File: src/rtl/core/gasd_pkg.sv
// ============================================================================
// gasd_pkg - shared types and constants
// Item structs and the e^(-j/64) fraction table for the decoder.
// ============================================================================
package gasd_pkg;

    typedef struct packed {
        logic signed [15:0] logit;
        logic               first_of_sequence;
    } t_in_item;

    typedef struct packed {
        logic [6:0]  token;
        logic        token_valid;
        logic [15:0] token_probability;
        logic [15:0] mean_confidence;
        logic [6:0]  char_count;
        logic        last;
    } t_out_item;

    localparam logic [15:0] RST_CLASS_COUNT  = 16'd127;
    localparam logic [15:0] RST_SEQ_STEPS    = 16'd33;
    localparam logic [23:0] ONE_Q16          = 24'd65536;
    localparam logic [30:0] EXP_M1_Q32       = 31'd1580030169;
    localparam logic [10:0] EXP_K_MAX        = 11'd1024;
    localparam int          DIV_W            = 33;

    typedef logic [32:0] t_frac_tab [64];

    // Taylor series of e^(-j/64) in Q1.32, truncating per term
    function automatic t_frac_tab build_exp_frac();
        t_frac_tab   tab;
        logic [63:0] x;
        logic [63:0] term;
        logic [63:0] pos;
        logic [63:0] neg;
        for (int j = 0; j < 64; j++) begin
            x    = 64'(j) << 26;
            term = 64'd1 << 32;
            pos  = term;
            neg  = 64'd0;
            for (int n = 1; n <= 12; n++) begin
                term = ((term * x) >> 32) / 64'(n);
                if ((n % 2) == 1) begin
                    neg = neg + term;
                end else begin
                    pos = pos + term;
                end
            end
            tab[j] = 33'(pos - neg);
        end
        return tab;
    endfunction

    localparam t_frac_tab EXP_FRAC = build_exp_frac();

endpackage

File: src/rtl/core/greedy_argmax_softmax_decoder.sv
// Sequencing: the first logit of a row goes straight to the row-end check; any other logit runs
//   one e^-1 multiply per whole unit of difference to the row maximum (up to 16), then the update.
// A row-closing logit adds a reciprocal division, a mean division (skipped while no character
//   has been emitted) and the load of the result register, which waits for a free output.
// Throughput: one item at a time; ready stays low until the sequencer is idle again.
// Reset: synchronous active-low; registers return to 127 classes, 33 steps.
// ============================================================================
// greedy_argmax_softmax_decoder - greedy argmax decoder with softmax confidence
// Sequencer around an e^-1 scaling multiplier, a sum rescale multiplier and one iterative divider.
// ============================================================================
module greedy_argmax_softmax_decoder #(
    parameter int MAX_CLASSES = 128,
    parameter int MAX_STEPS   = 64
) (
    input  logic                 i_clk,
    input  logic                 i_rst_n,
    // input items
    input  logic                 i_in_valid,
    output logic                 o_in_ready,
    input  gasd_pkg::t_in_item   i_in,
    // result items
    output logic                 o_out_valid,
    input  logic                 i_out_ready,
    output gasd_pkg::t_out_item  o_out,
    // configuration
    input  logic                 psel,
    input  logic                 penable,
    input  logic                 pwrite,
    input  logic [2:0]           paddr,
    input  logic [31:0]          pwdata,
    output logic [31:0]          prdata,
    output logic                 pready
);
    import gasd_pkg::*;

    localparam int PW = $clog2(MAX_CLASSES + 1);  // class position / count
    localparam int SW = $clog2(MAX_STEPS + 1);    // step position / count

    // sequencer codes
    localparam logic [2:0] S_IDLE = 3'd0;
    localparam logic [2:0] S_EXPM = 3'd1;   // repeated e^-1 scaling
    localparam logic [2:0] S_UPD  = 3'd2;   // max / sum update
    localparam logic [2:0] S_ROW  = 3'd3;   // row end check
    localparam logic [2:0] S_DIVP = 3'd4;   // reciprocal of sum
    localparam logic [2:0] S_DIVM = 3'd5;   // mean confidence
    localparam logic [2:0] S_EMIT = 3'd6;   // hand result to output register

    localparam logic REG_CLASS = 1'b0;
    localparam logic REG_STEPS = 1'b1;

    logic [2:0]         r_st, n_st;
    logic [7:0]         r_cc;
    logic [6:0]         r_ns;
    logic signed [15:0] r_x;
    logic               r_gt;
    logic [PW-1:0]      r_pos, n_pos;
    logic [SW-1:0]      r_step, n_step;
    logic signed [15:0] r_max, n_max;
    logic [PW-1:0]      r_best, n_best;
    logic [23:0]        r_sum, n_sum;
    logic [21:0]        r_conf, n_conf;
    logic [SW-1:0]      r_emit, n_emit;
    logic               r_done, n_done;
    logic [4:0]         r_i;
    logic [32:0]        r_v;
    logic [16:0]        r_e;
    logic [15:0]        r_prob;
    logic [15:0]        r_mean;
    logic               r_eos;
    logic               r_final;
    logic               r_out_valid;
    t_out_item          r_out;

    logic [PW-1:0]      w_cc;     // effective class count
    logic [SW-1:0]      w_ns;     // effective step count
    logic               w_acc;
    logic               w_cfg_wr;
    logic               w_fos;
    logic signed [16:0] w_diff;
    logic [16:0]        w_mag;
    logic [10:0]        w_k;
    logic [63:0]        w_expm;
    logic [40:0]        w_resc;
    logic [32:0]        w_vr;
    logic               w_div_start;
    logic [DIV_W-1:0]   w_div_dvd;
    logic [23:0]        w_div_dvs;
    logic               w_div_done;
    logic [DIV_W-1:0]   w_div_q;
    logic [15:0]        w_prob;
    logic               w_eos;
    logic [21:0]        w_conf_new;
    logic [SW-1:0]      w_emit_new;
    logic               w_out_free;

    // ---------------------------------------------------------------- config
    assign pready   = 1'b1;
    assign w_cfg_wr = psel && penable && pwrite;
    assign prdata   = (paddr[2] == REG_CLASS) ? {24'd0, r_cc} : {25'd0, r_ns};

    always_ff @(posedge i_clk) begin
        if (!i_rst_n) begin
            r_cc <= RST_CLASS_COUNT[7:0];
            r_ns <= RST_SEQ_STEPS[6:0];
        end else if (w_cfg_wr) begin
            case (paddr[2])
                REG_CLASS: r_cc <= pwdata[7:0];
                REG_STEPS: r_ns <= pwdata[6:0];
                default:   r_cc <= r_cc;
            endcase
        end
    end

    // clamp counts into their legal ranges
    always_comb begin
        if (r_cc < 8'd2) begin
            w_cc = PW'(2);
        end else if (32'(r_cc) > 32'(MAX_CLASSES)) begin
            w_cc = PW'(MAX_CLASSES);
        end else begin
            w_cc = PW'(r_cc);
        end
        if (r_ns == 7'd0) begin
            w_ns = SW'(1);
        end else if (32'(r_ns) > 32'(MAX_STEPS)) begin
            w_ns = SW'(MAX_STEPS);
        end else begin
            w_ns = SW'(r_ns);
        end
    end

    // ---------------------------------------------------------------- datapath
    assign o_in_ready = (r_st == S_IDLE);
    assign w_acc      = i_in_valid && o_in_ready;
    assign w_fos      = i_in.first_of_sequence;

    // magnitude of the difference against the current row maximum
    assign w_diff = 17'(i_in.logit) - 17'(r_max);
    assign w_mag  = w_diff[16] ? 17'(-w_diff) : 17'(w_diff);
    assign w_k    = (w_mag[16:4] > 13'(EXP_K_MAX)) ? EXP_K_MAX : w_mag[14:4];

    // multipliers: e^-1 scaling, then the sum rescale
    assign w_expm = 64'(r_v) * 64'(EXP_M1_Q32) + (64'd1 << 31);
    assign w_resc = 41'(r_sum) * 41'(r_e);
    assign w_vr   = r_v + 33'd32768;

    // saturated reciprocal straight off the divider
    assign w_prob     = (w_div_q > DIV_W'(65535)) ? 16'hFFFF : w_div_q[15:0];
    assign w_eos      = (r_best >= w_cc - 1'b1);
    assign w_conf_new = w_eos ? r_conf : r_conf + 22'(w_prob);
    assign w_emit_new = w_eos ? r_emit : r_emit + 1'b1;
    assign w_out_free = !r_out_valid || i_out_ready;

    // divider operands: 2^32 / sum at row end, then conf / count
    always_comb begin
        w_div_start = 1'b0;
        w_div_dvd   = {1'b1, 32'd0};
        w_div_dvs   = r_sum;
        if (r_st == S_ROW && r_pos + 1'b1 >= w_cc && !r_done) begin
            w_div_start = 1'b1;
        end else if (r_st == S_DIVP && w_div_done && w_emit_new != '0) begin
            w_div_start = 1'b1;
            w_div_dvd   = DIV_W'(w_conf_new);
            w_div_dvs   = 24'(w_emit_new);
        end
    end

    gasd_div u_div (
        .i_clk      (i_clk),
        .i_rst_n    (i_rst_n),
        .i_start    (w_div_start),
        .i_dividend (w_div_dvd),
        .i_divisor  (w_div_dvs),
        .o_done     (w_div_done),
        .o_quotient (w_div_q)
    );

    // ---------------------------------------------------------------- sequencer
    always_comb begin
        n_st   = r_st;
        n_pos  = r_pos;
        n_step = r_step;
        n_max  = r_max;
        n_best = r_best;
        n_sum  = r_sum;
        n_conf = r_conf;
        n_emit = r_emit;
        n_done = r_done;
        case (r_st)
            S_IDLE: begin
                if (w_acc) begin
                    if (w_fos) begin
                        n_pos  = '0;
                        n_step = '0;
                        n_conf = '0;
                        n_emit = '0;
                        n_done = 1'b0;
                    end
                    if (w_fos || r_pos == '0) begin
                        n_max  = i_in.logit;
                        n_best = '0;
                        n_sum  = ONE_Q16;
                        n_st   = S_ROW;
                    end else begin
                        n_st = S_EXPM;
                    end
                end
            end
            S_EXPM: begin
                if (r_i == 5'd0) begin
                    n_st = S_UPD;
                end
            end
            S_UPD: begin
                if (r_gt) begin
                    n_sum  = w_resc[39:16] + ONE_Q16;
                    n_max  = r_x;
                    n_best = r_pos;
                end else begin
                    n_sum = r_sum + 24'(r_e);
                end
                n_st = S_ROW;
            end
            S_ROW: begin
                if (r_pos + 1'b1 < w_cc) begin
                    n_pos = r_pos + 1'b1;
                    n_st  = S_IDLE;
                end else begin
                    n_pos = '0;
                    if (r_done) begin
                        if (r_step + 1'b1 >= w_ns) begin
                            n_step = '0;
                            n_conf = '0;
                            n_emit = '0;
                            n_done = 1'b0;
                        end else begin
                            n_step = r_step + 1'b1;
                        end
                        n_st = S_IDLE;
                    end else begin
                        n_st = S_DIVP;
                    end
                end
            end
            S_DIVP: begin
                if (w_div_done) begin
                    n_conf = w_conf_new;
                    n_emit = w_emit_new;
                    n_st   = (w_emit_new != '0) ? S_DIVM : S_EMIT;
                end
            end
            S_DIVM: begin
                if (w_div_done) begin
                    n_st = S_EMIT;
                end
            end
            S_EMIT: begin
                if (w_out_free) begin
                    if (r_final) begin
                        n_step = '0;
                        n_conf = '0;
                        n_emit = '0;
                        n_done = 1'b0;
                    end else begin
                        n_step = r_step + 1'b1;
                        n_done = r_done || r_eos;
                    end
                    n_st = S_IDLE;
                end
            end
            default: n_st = S_IDLE;
        endcase
    end

    always_ff @(posedge i_clk) begin
        if (!i_rst_n) begin
            r_st        <= S_IDLE;
            r_pos       <= '0;
            r_step      <= '0;
            r_max       <= '0;
            r_best      <= '0;
            r_sum       <= '0;
            r_conf      <= '0;
            r_emit      <= '0;
            r_done      <= 1'b0;
            r_out_valid <= 1'b0;
        end else begin
            r_st   <= n_st;
            r_pos  <= n_pos;
            r_step <= n_step;
            r_max  <= n_max;
            r_best <= n_best;
            r_sum  <= n_sum;
            r_conf <= n_conf;
            r_emit <= n_emit;
            r_done <= n_done;
            if (r_st == S_EMIT && w_out_free) begin
                r_out_valid <= 1'b1;
            end else if (i_out_ready) begin
                r_out_valid <= 1'b0;
            end
        end
    end

    // payload registers
    always_ff @(posedge i_clk) begin
        if (w_acc) begin
            r_x  <= i_in.logit;
            r_gt <= !w_diff[16] && w_diff != 17'sd0;
            r_i  <= w_k[10:6];
            r_v  <= EXP_FRAC[w_k[5:0]];
        end
        if (r_st == S_EXPM) begin
            if (r_i != 5'd0) begin
                r_v <= w_expm[64-1:32] & 33'h1_FFFF_FFFF;
                r_i <= r_i - 1'b1;
            end else begin
                r_e <= w_vr[32:16];
            end
        end
        if (r_st == S_ROW) begin
            r_final <= (r_step + 1'b1 >= w_ns);
        end
        if (r_st == S_DIVP && w_div_done) begin
            r_prob <= w_prob;
            r_eos  <= w_eos;
            r_mean <= 16'd0;
        end
        if (r_st == S_DIVM && w_div_done) begin
            r_mean <= w_div_q[15:0];
        end
        if (r_st == S_EMIT && w_out_free) begin
            r_out.token             <= 7'(r_best);
            r_out.token_valid       <= !r_eos;
            r_out.token_probability <= r_prob;
            r_out.mean_confidence   <= r_mean;
            r_out.char_count        <= 7'(r_emit);
            r_out.last              <= r_eos || r_final;
        end
    end

    assign o_out_valid = r_out_valid;
    assign o_out       = r_out;

endmodule

File: src/rtl/core/gasd_div.sv
// ============================================================================
// gasd_div - iterative restoring divider
// One quotient bit per cycle; done pulses with the quotient.
// ============================================================================
module gasd_div (
    input  logic                      i_clk,
    input  logic                      i_rst_n,
    input  logic                      i_start,
    input  logic [gasd_pkg::DIV_W-1:0] i_dividend,
    input  logic [23:0]               i_divisor,
    output logic                      o_done,
    output logic [gasd_pkg::DIV_W-1:0] o_quotient
);
    import gasd_pkg::*;

    localparam int CNT_W = $clog2(DIV_W + 1);

    logic [23:0]      r_rem, n_rem;
    logic [DIV_W-1:0] r_quo, n_quo;
    logic [23:0]      r_dvs;
    logic [CNT_W-1:0] r_cnt, n_cnt;
    logic             r_done, n_done;
    logic [24:0]      w_sh;
    logic [24:0]      w_trial;

    assign w_sh    = {r_rem, r_quo[DIV_W-1]};
    assign w_trial = w_sh - {1'b0, r_dvs};

    always_comb begin
        n_rem  = r_rem;
        n_quo  = r_quo;
        n_cnt  = r_cnt;
        n_done = 1'b0;
        if (i_start) begin
            n_rem = 24'd0;
            n_quo = i_dividend;
            n_cnt = CNT_W'(DIV_W);
        end else if (r_cnt != '0) begin
            if (!w_trial[24]) begin
                n_rem = w_trial[23:0];
                n_quo = {r_quo[DIV_W-2:0], 1'b1};
            end else begin
                n_rem = w_sh[23:0];
                n_quo = {r_quo[DIV_W-2:0], 1'b0};
            end
            n_cnt  = r_cnt - 1'b1;
            n_done = (r_cnt == CNT_W'(1));
        end
    end

    always_ff @(posedge i_clk) begin
        if (!i_rst_n) begin
            r_cnt  <= '0;
            r_done <= 1'b0;
        end else begin
            r_cnt  <= n_cnt;
            r_done <= n_done;
        end
    end

    always_ff @(posedge i_clk) begin
        r_rem <= n_rem;
        r_quo <= n_quo;
        if (i_start) begin
            r_dvs <= i_divisor;
        end
    end

    assign o_done     = r_done;
    assign o_quotient = r_quo;

endmodule

File: config.mk
export PLATFORM = sky130hd
export DESIGN_NAME = greedy_argmax_softmax_decoder
export DESIGN_NICKNAME = d
export VERILOG_FILES = /design/src/rtl/core/gasd_pkg.sv /design/src/rtl/core/greedy_argmax_softmax_decoder.sv /design/src/rtl/core/gasd_div.sv
export SDC_FILE = /design/constraint.sdc
export NUM_CORES = 2
export LEC_CHECK = 0
export ABC_AREA = 1
export CAP_MARGIN = 20
export CORE_MARGIN = 2
export CORE_UTILIZATION = 55
export CTS_CLUSTER_SIZE = 25
export DETAILED_ROUTE_END_ITERATION = 10
export DONT_BUFFER_PORTS = 1
export PLACE_DENSITY_LB_ADDON = 0.1
export SETUP_SLACK_MARGIN = 0.05
export SLEW_MARGIN = 5
export SYNTH_ARGS = -nofsm -noshare
export SYNTH_HDL_FRONTEND = slang
export SYNTH_SLANG_ARGS = --single-unit
File: constraint.sdc
create_clock -name i_clk -period 7.6 [get_ports i_clk]
set_input_delay 1.14 -clock i_clk [delete_from_list [all_inputs] [get_ports i_clk]]
set_output_delay 1.14 -clock i_clk [all_outputs]
set_load 0.05 [all_outputs]
==> out/qor.yml <==
rsz0062_at_grt: "yes"
crit_path_start_kind: "flop"
fin_util_pct: 59.03
r2r_cells: 29
place.gp.congestion: 0.9871
final_cells: 8116
layout.nets: 8273
clock_latency_ns: 0.62
dieArea_um2: 101100
skew_ns: 0.02585
crit_path_end_kind: "flop"
avgSynthCellArea_um2: 8.010
via_count: 43810
r2r_setup_slack_ns: 0.28
port_buffers: 0
crit_required_ns: 8.15
max_stage_delay_ns: 0.61
start_util_pct: 55.30
n_fill_cell: 9143
cts_tree: "yes"
grt_usage_pct: 31.77
die_w_um: 317.9
relSlewSlack_pct: 29.01
synthCells: 6765
first_pass_iters: 6
yosysWarnings: 0
diodes: 0
worst_slew_pin_slew_ns: 1.065
r2r-end: "r_v[24]$_DFF_P_"
min_to: "o_out[32]$_DFFE_PP_"
cts_buffers: 42
die_y_um: 317.9
clkTransAtPathRegs_ns: 0.07
cts_root_buf: "clkbuf_16"
synth_ff_type: "dfxtp_1"
clockBufferDepth: 3
maxCapViolCount: 0
fin_crit_sh_pct: 96.30
drcViolationCount: 0
cts_htree_levels: 2
critPathArrivalTime_ns: 7.87
vias_per_cell: 5.397
postCtsHoldBufs: 0
setup_viol: 0
design_area_um2: 57840
hpwlAfterDp_um: 129800
syn_area_um2: 54190
wl_per_cell_um: 19.45
max_freq_mhz: 136.6
grt_max_degree: 76
hold_viol: 0
antenna_found_initial: 0
syn2layout_area_growth_pct: 6.735
finalCriticalPeriod_ns: 7.319
synth_edf_count: 173
hold_depth: 0
critical_path.startpoint: "r_v[19]$_DFF_P_"
critPathKind: "flop to flop"
outcome: "finished clean"
min_from: "r_prob[8]$_DFFE_PP_"
drtIter0Drc: 3159
drv_slew: 0
core-area_um2: 97990
grt_pass1_wl_um: 250600
dpl-instance-area_um2: 56200
clock_sinks: 354
io_pins: 142
drive_gt1_share_pct: 5.506
grt_pass1_vias: 44630
rows: 115
r2r_start: "r_v[19]$_DFF_P_"
slowest_stage: "dfxtp_1"
hold_class: "flop to flop"
place_inst: 8028
async_reset_ff_share_pct: 0
ys_ff_latch: 354
overflow: 0
ant_nets: 0
yosysSeqAreaShare_pct: 16.27
yosys.cell_types.count: 62
wirelength_um: 157900
path_max_fanout: 6
## through the flow
stage / TNS (ns) / setup WS, ns / hold WS [ns]
floorplan: 0 / 0.6515 / 0.4003
global placement: 0 / 0.3032 / 0.4001
detailed placement: 0 / 0.2695 / 0.4045
CTS: 0 / 0.2240 / 0.4192
global route: -0.01096 / -0.01096 / 0.4194
finish: 0 / 0.2813 / 0.4174
## worst max-delay path: cells and delay by family (launching register included)
family / cells / cell delay [ns]
compound gates: 7 / 1.27
fa+ha+maj: 9 / 4.37
buf+inv: 7 / 0.48
flops: 1 / 0.61
simple gates: 6 / 0.53
## registers in the layout, summed over array words and instances, names as in the netlist, 16 cells and up
name,cells
r_v,33
o_out,48
u_div.r_rem,24
r_mean,16
u_div.r_dvs,24
r_max,16
r_prob,16
r_e,17
r_conf,22
r_x,16
r_sum,24
u_div.o_quotient,33
## cells in the mapped netlist (6+ instances only)
library cell,number,area share [%]
xor2_1,79,1.3
buf_6,6,0.12
nand3b_1,13,0.18
a21o_1,8,0.11
nand2_2,16,0.18
ha_1,654,15
a21oi_1,370,3.4
o21ai_0,264,2.4
nand4_1,53,0.61
nand3_1,343,3.2
xnor2_1,32,0.52
o211ai_1,20,0.28
buf_1,9,0.062
nand3_4,7,0.23
o21bai_1,8,0.11
nor4_1,9,0.10
o21a_1,13,0.18
nand2_1,1354,9.4
a31oi_1,31,0.36
buf_2,24,0.22
inv_1,1707,12
dfxtp_1,181,6.7
fa_1,765,28
o22ai_1,11,0.13
or2_2,25,0.29
nor3_1,31,0.29
a21boi_0,6,0.083
nor2_1,270,1.9
o221ai_1,9,0.15
a211oi_1,8,0.11
clkbuf_1,147,1.0
edfxtp_1,173,9.6
and2_1,7,0.081
nand3_2,9,0.17
buf_4,35,0.48
inv_2,14,0.097
## logic make-up (layout without fill, tap and decap cells)
group / count (synthesis) / in the layout / synth area share [%]
xor+xnor: 111 / 111 / 1.794
flops: 354 / 354 / 16.27
mux: 1 / 1 / 0.01847
compound gates: 781 / 781 / 7.862
other cells: 2 / 26 / 0.01386
simple gates: 2149 / 2149 / 16.76
fa+ha+maj: 1419 / 1419 / 43.36
buf+inv: 1948 / 1988 / 13.91
## how the worst max path moves through the flow
stage	endpoint	slack (ns)	cells past startpoint
after global routing	r_v[30]$_DFF_P_	-0.01	31
final	r_v[24]$_DFF_P_	0.28	29
after CTS	r_v[27]$_DFF_P_	0.22	24
after floorplan	r_v[26]$_DFF_P_	0.65	32
after detailed placement	r_v[27]$_DFF_P_	0.27	24
after global placement	r_v[27]$_DFF_P_	0.30	23
## placed cells by master, fill, tap and decap left out, types with 7 or more instances in the layout
| master | count |
|---|---|
| edfxtp_1 | 173 |
| o211ai_1 | 20 |
| o21ai_0 | 259 |
| buf_4 | 178 |
| inv_1 | 1706 |
| o21bai_1 | 8 |
| nand3_1 | 342 |
| dfxtp_2 | 10 |
| and2_1 | 7 |
| dfxtp_1 | 171 |
| fa_1 | 764 |
| a21o_1 | 8 |
| clkinv_2 | 9 |
| a211oi_1 | 8 |
| conb_1 | 26 |
| nor3_1 | 30 |
| o22ai_1 | 11 |
| a31oi_1 | 31 |
| nand2_2 | 21 |
| inv_2 | 15 |
| nor4_1 | 9 |
| xnor2_1 | 31 |
| clkinv_1 | 8 |
| o21ai_1 | 10 |
| nand4_1 | 53 |
| a21oi_1 | 368 |
| or2_2 | 25 |
| clkbuf_16 | 42 |
| nor2_1 | 263 |
| nor2_4 | 8 |
| nand3_2 | 10 |
| o21a_1 | 13 |
| o221ai_1 | 9 |
| nand2_1 | 1349 |
| xor2_1 | 79 |
| ha_1 | 650 |
| nand3_4 | 7 |
| nand3b_1 | 13 |
## routing by layer
layer / global-route usage [%] / part of all wire [%] / up-vias
met5: 0 / 0 / -
li1: - / - / 20820
met1: 42.03 / 42 / 21450
met2: 54.64 / 49 / 1267
met4: 10.41 / 3.7 / 0
met3: 3.318 / 5.4 / 273
## area by class of cell
type | instances | area (um^2) | share of cell area [%]
Clock buffer | 48 | 1094 | 1.891
Clock inverter | 30 | 360.3 | 0.6230
Inverter | 1726 | 6482 | 11.21
Multi-Input combinational cell | 4487 | 38000 | 65.71
Sequential cell | 354 | 8831 | 15.27
Tap cell | 1287 | 1610 | 2.784
Timing Repair Buffer | 184 | 1456 | 2.518
## repair_timing
item                                    CTS  global route
buffers inserted                          0            10
endpoints found under the setup margin    0            17
resized for setup                         0            24
endpoints found under the hold margin     0             0
Power is not shown: default switching activity piles up to over one toggle a cycle in this logic, so the estimate is an artifact.
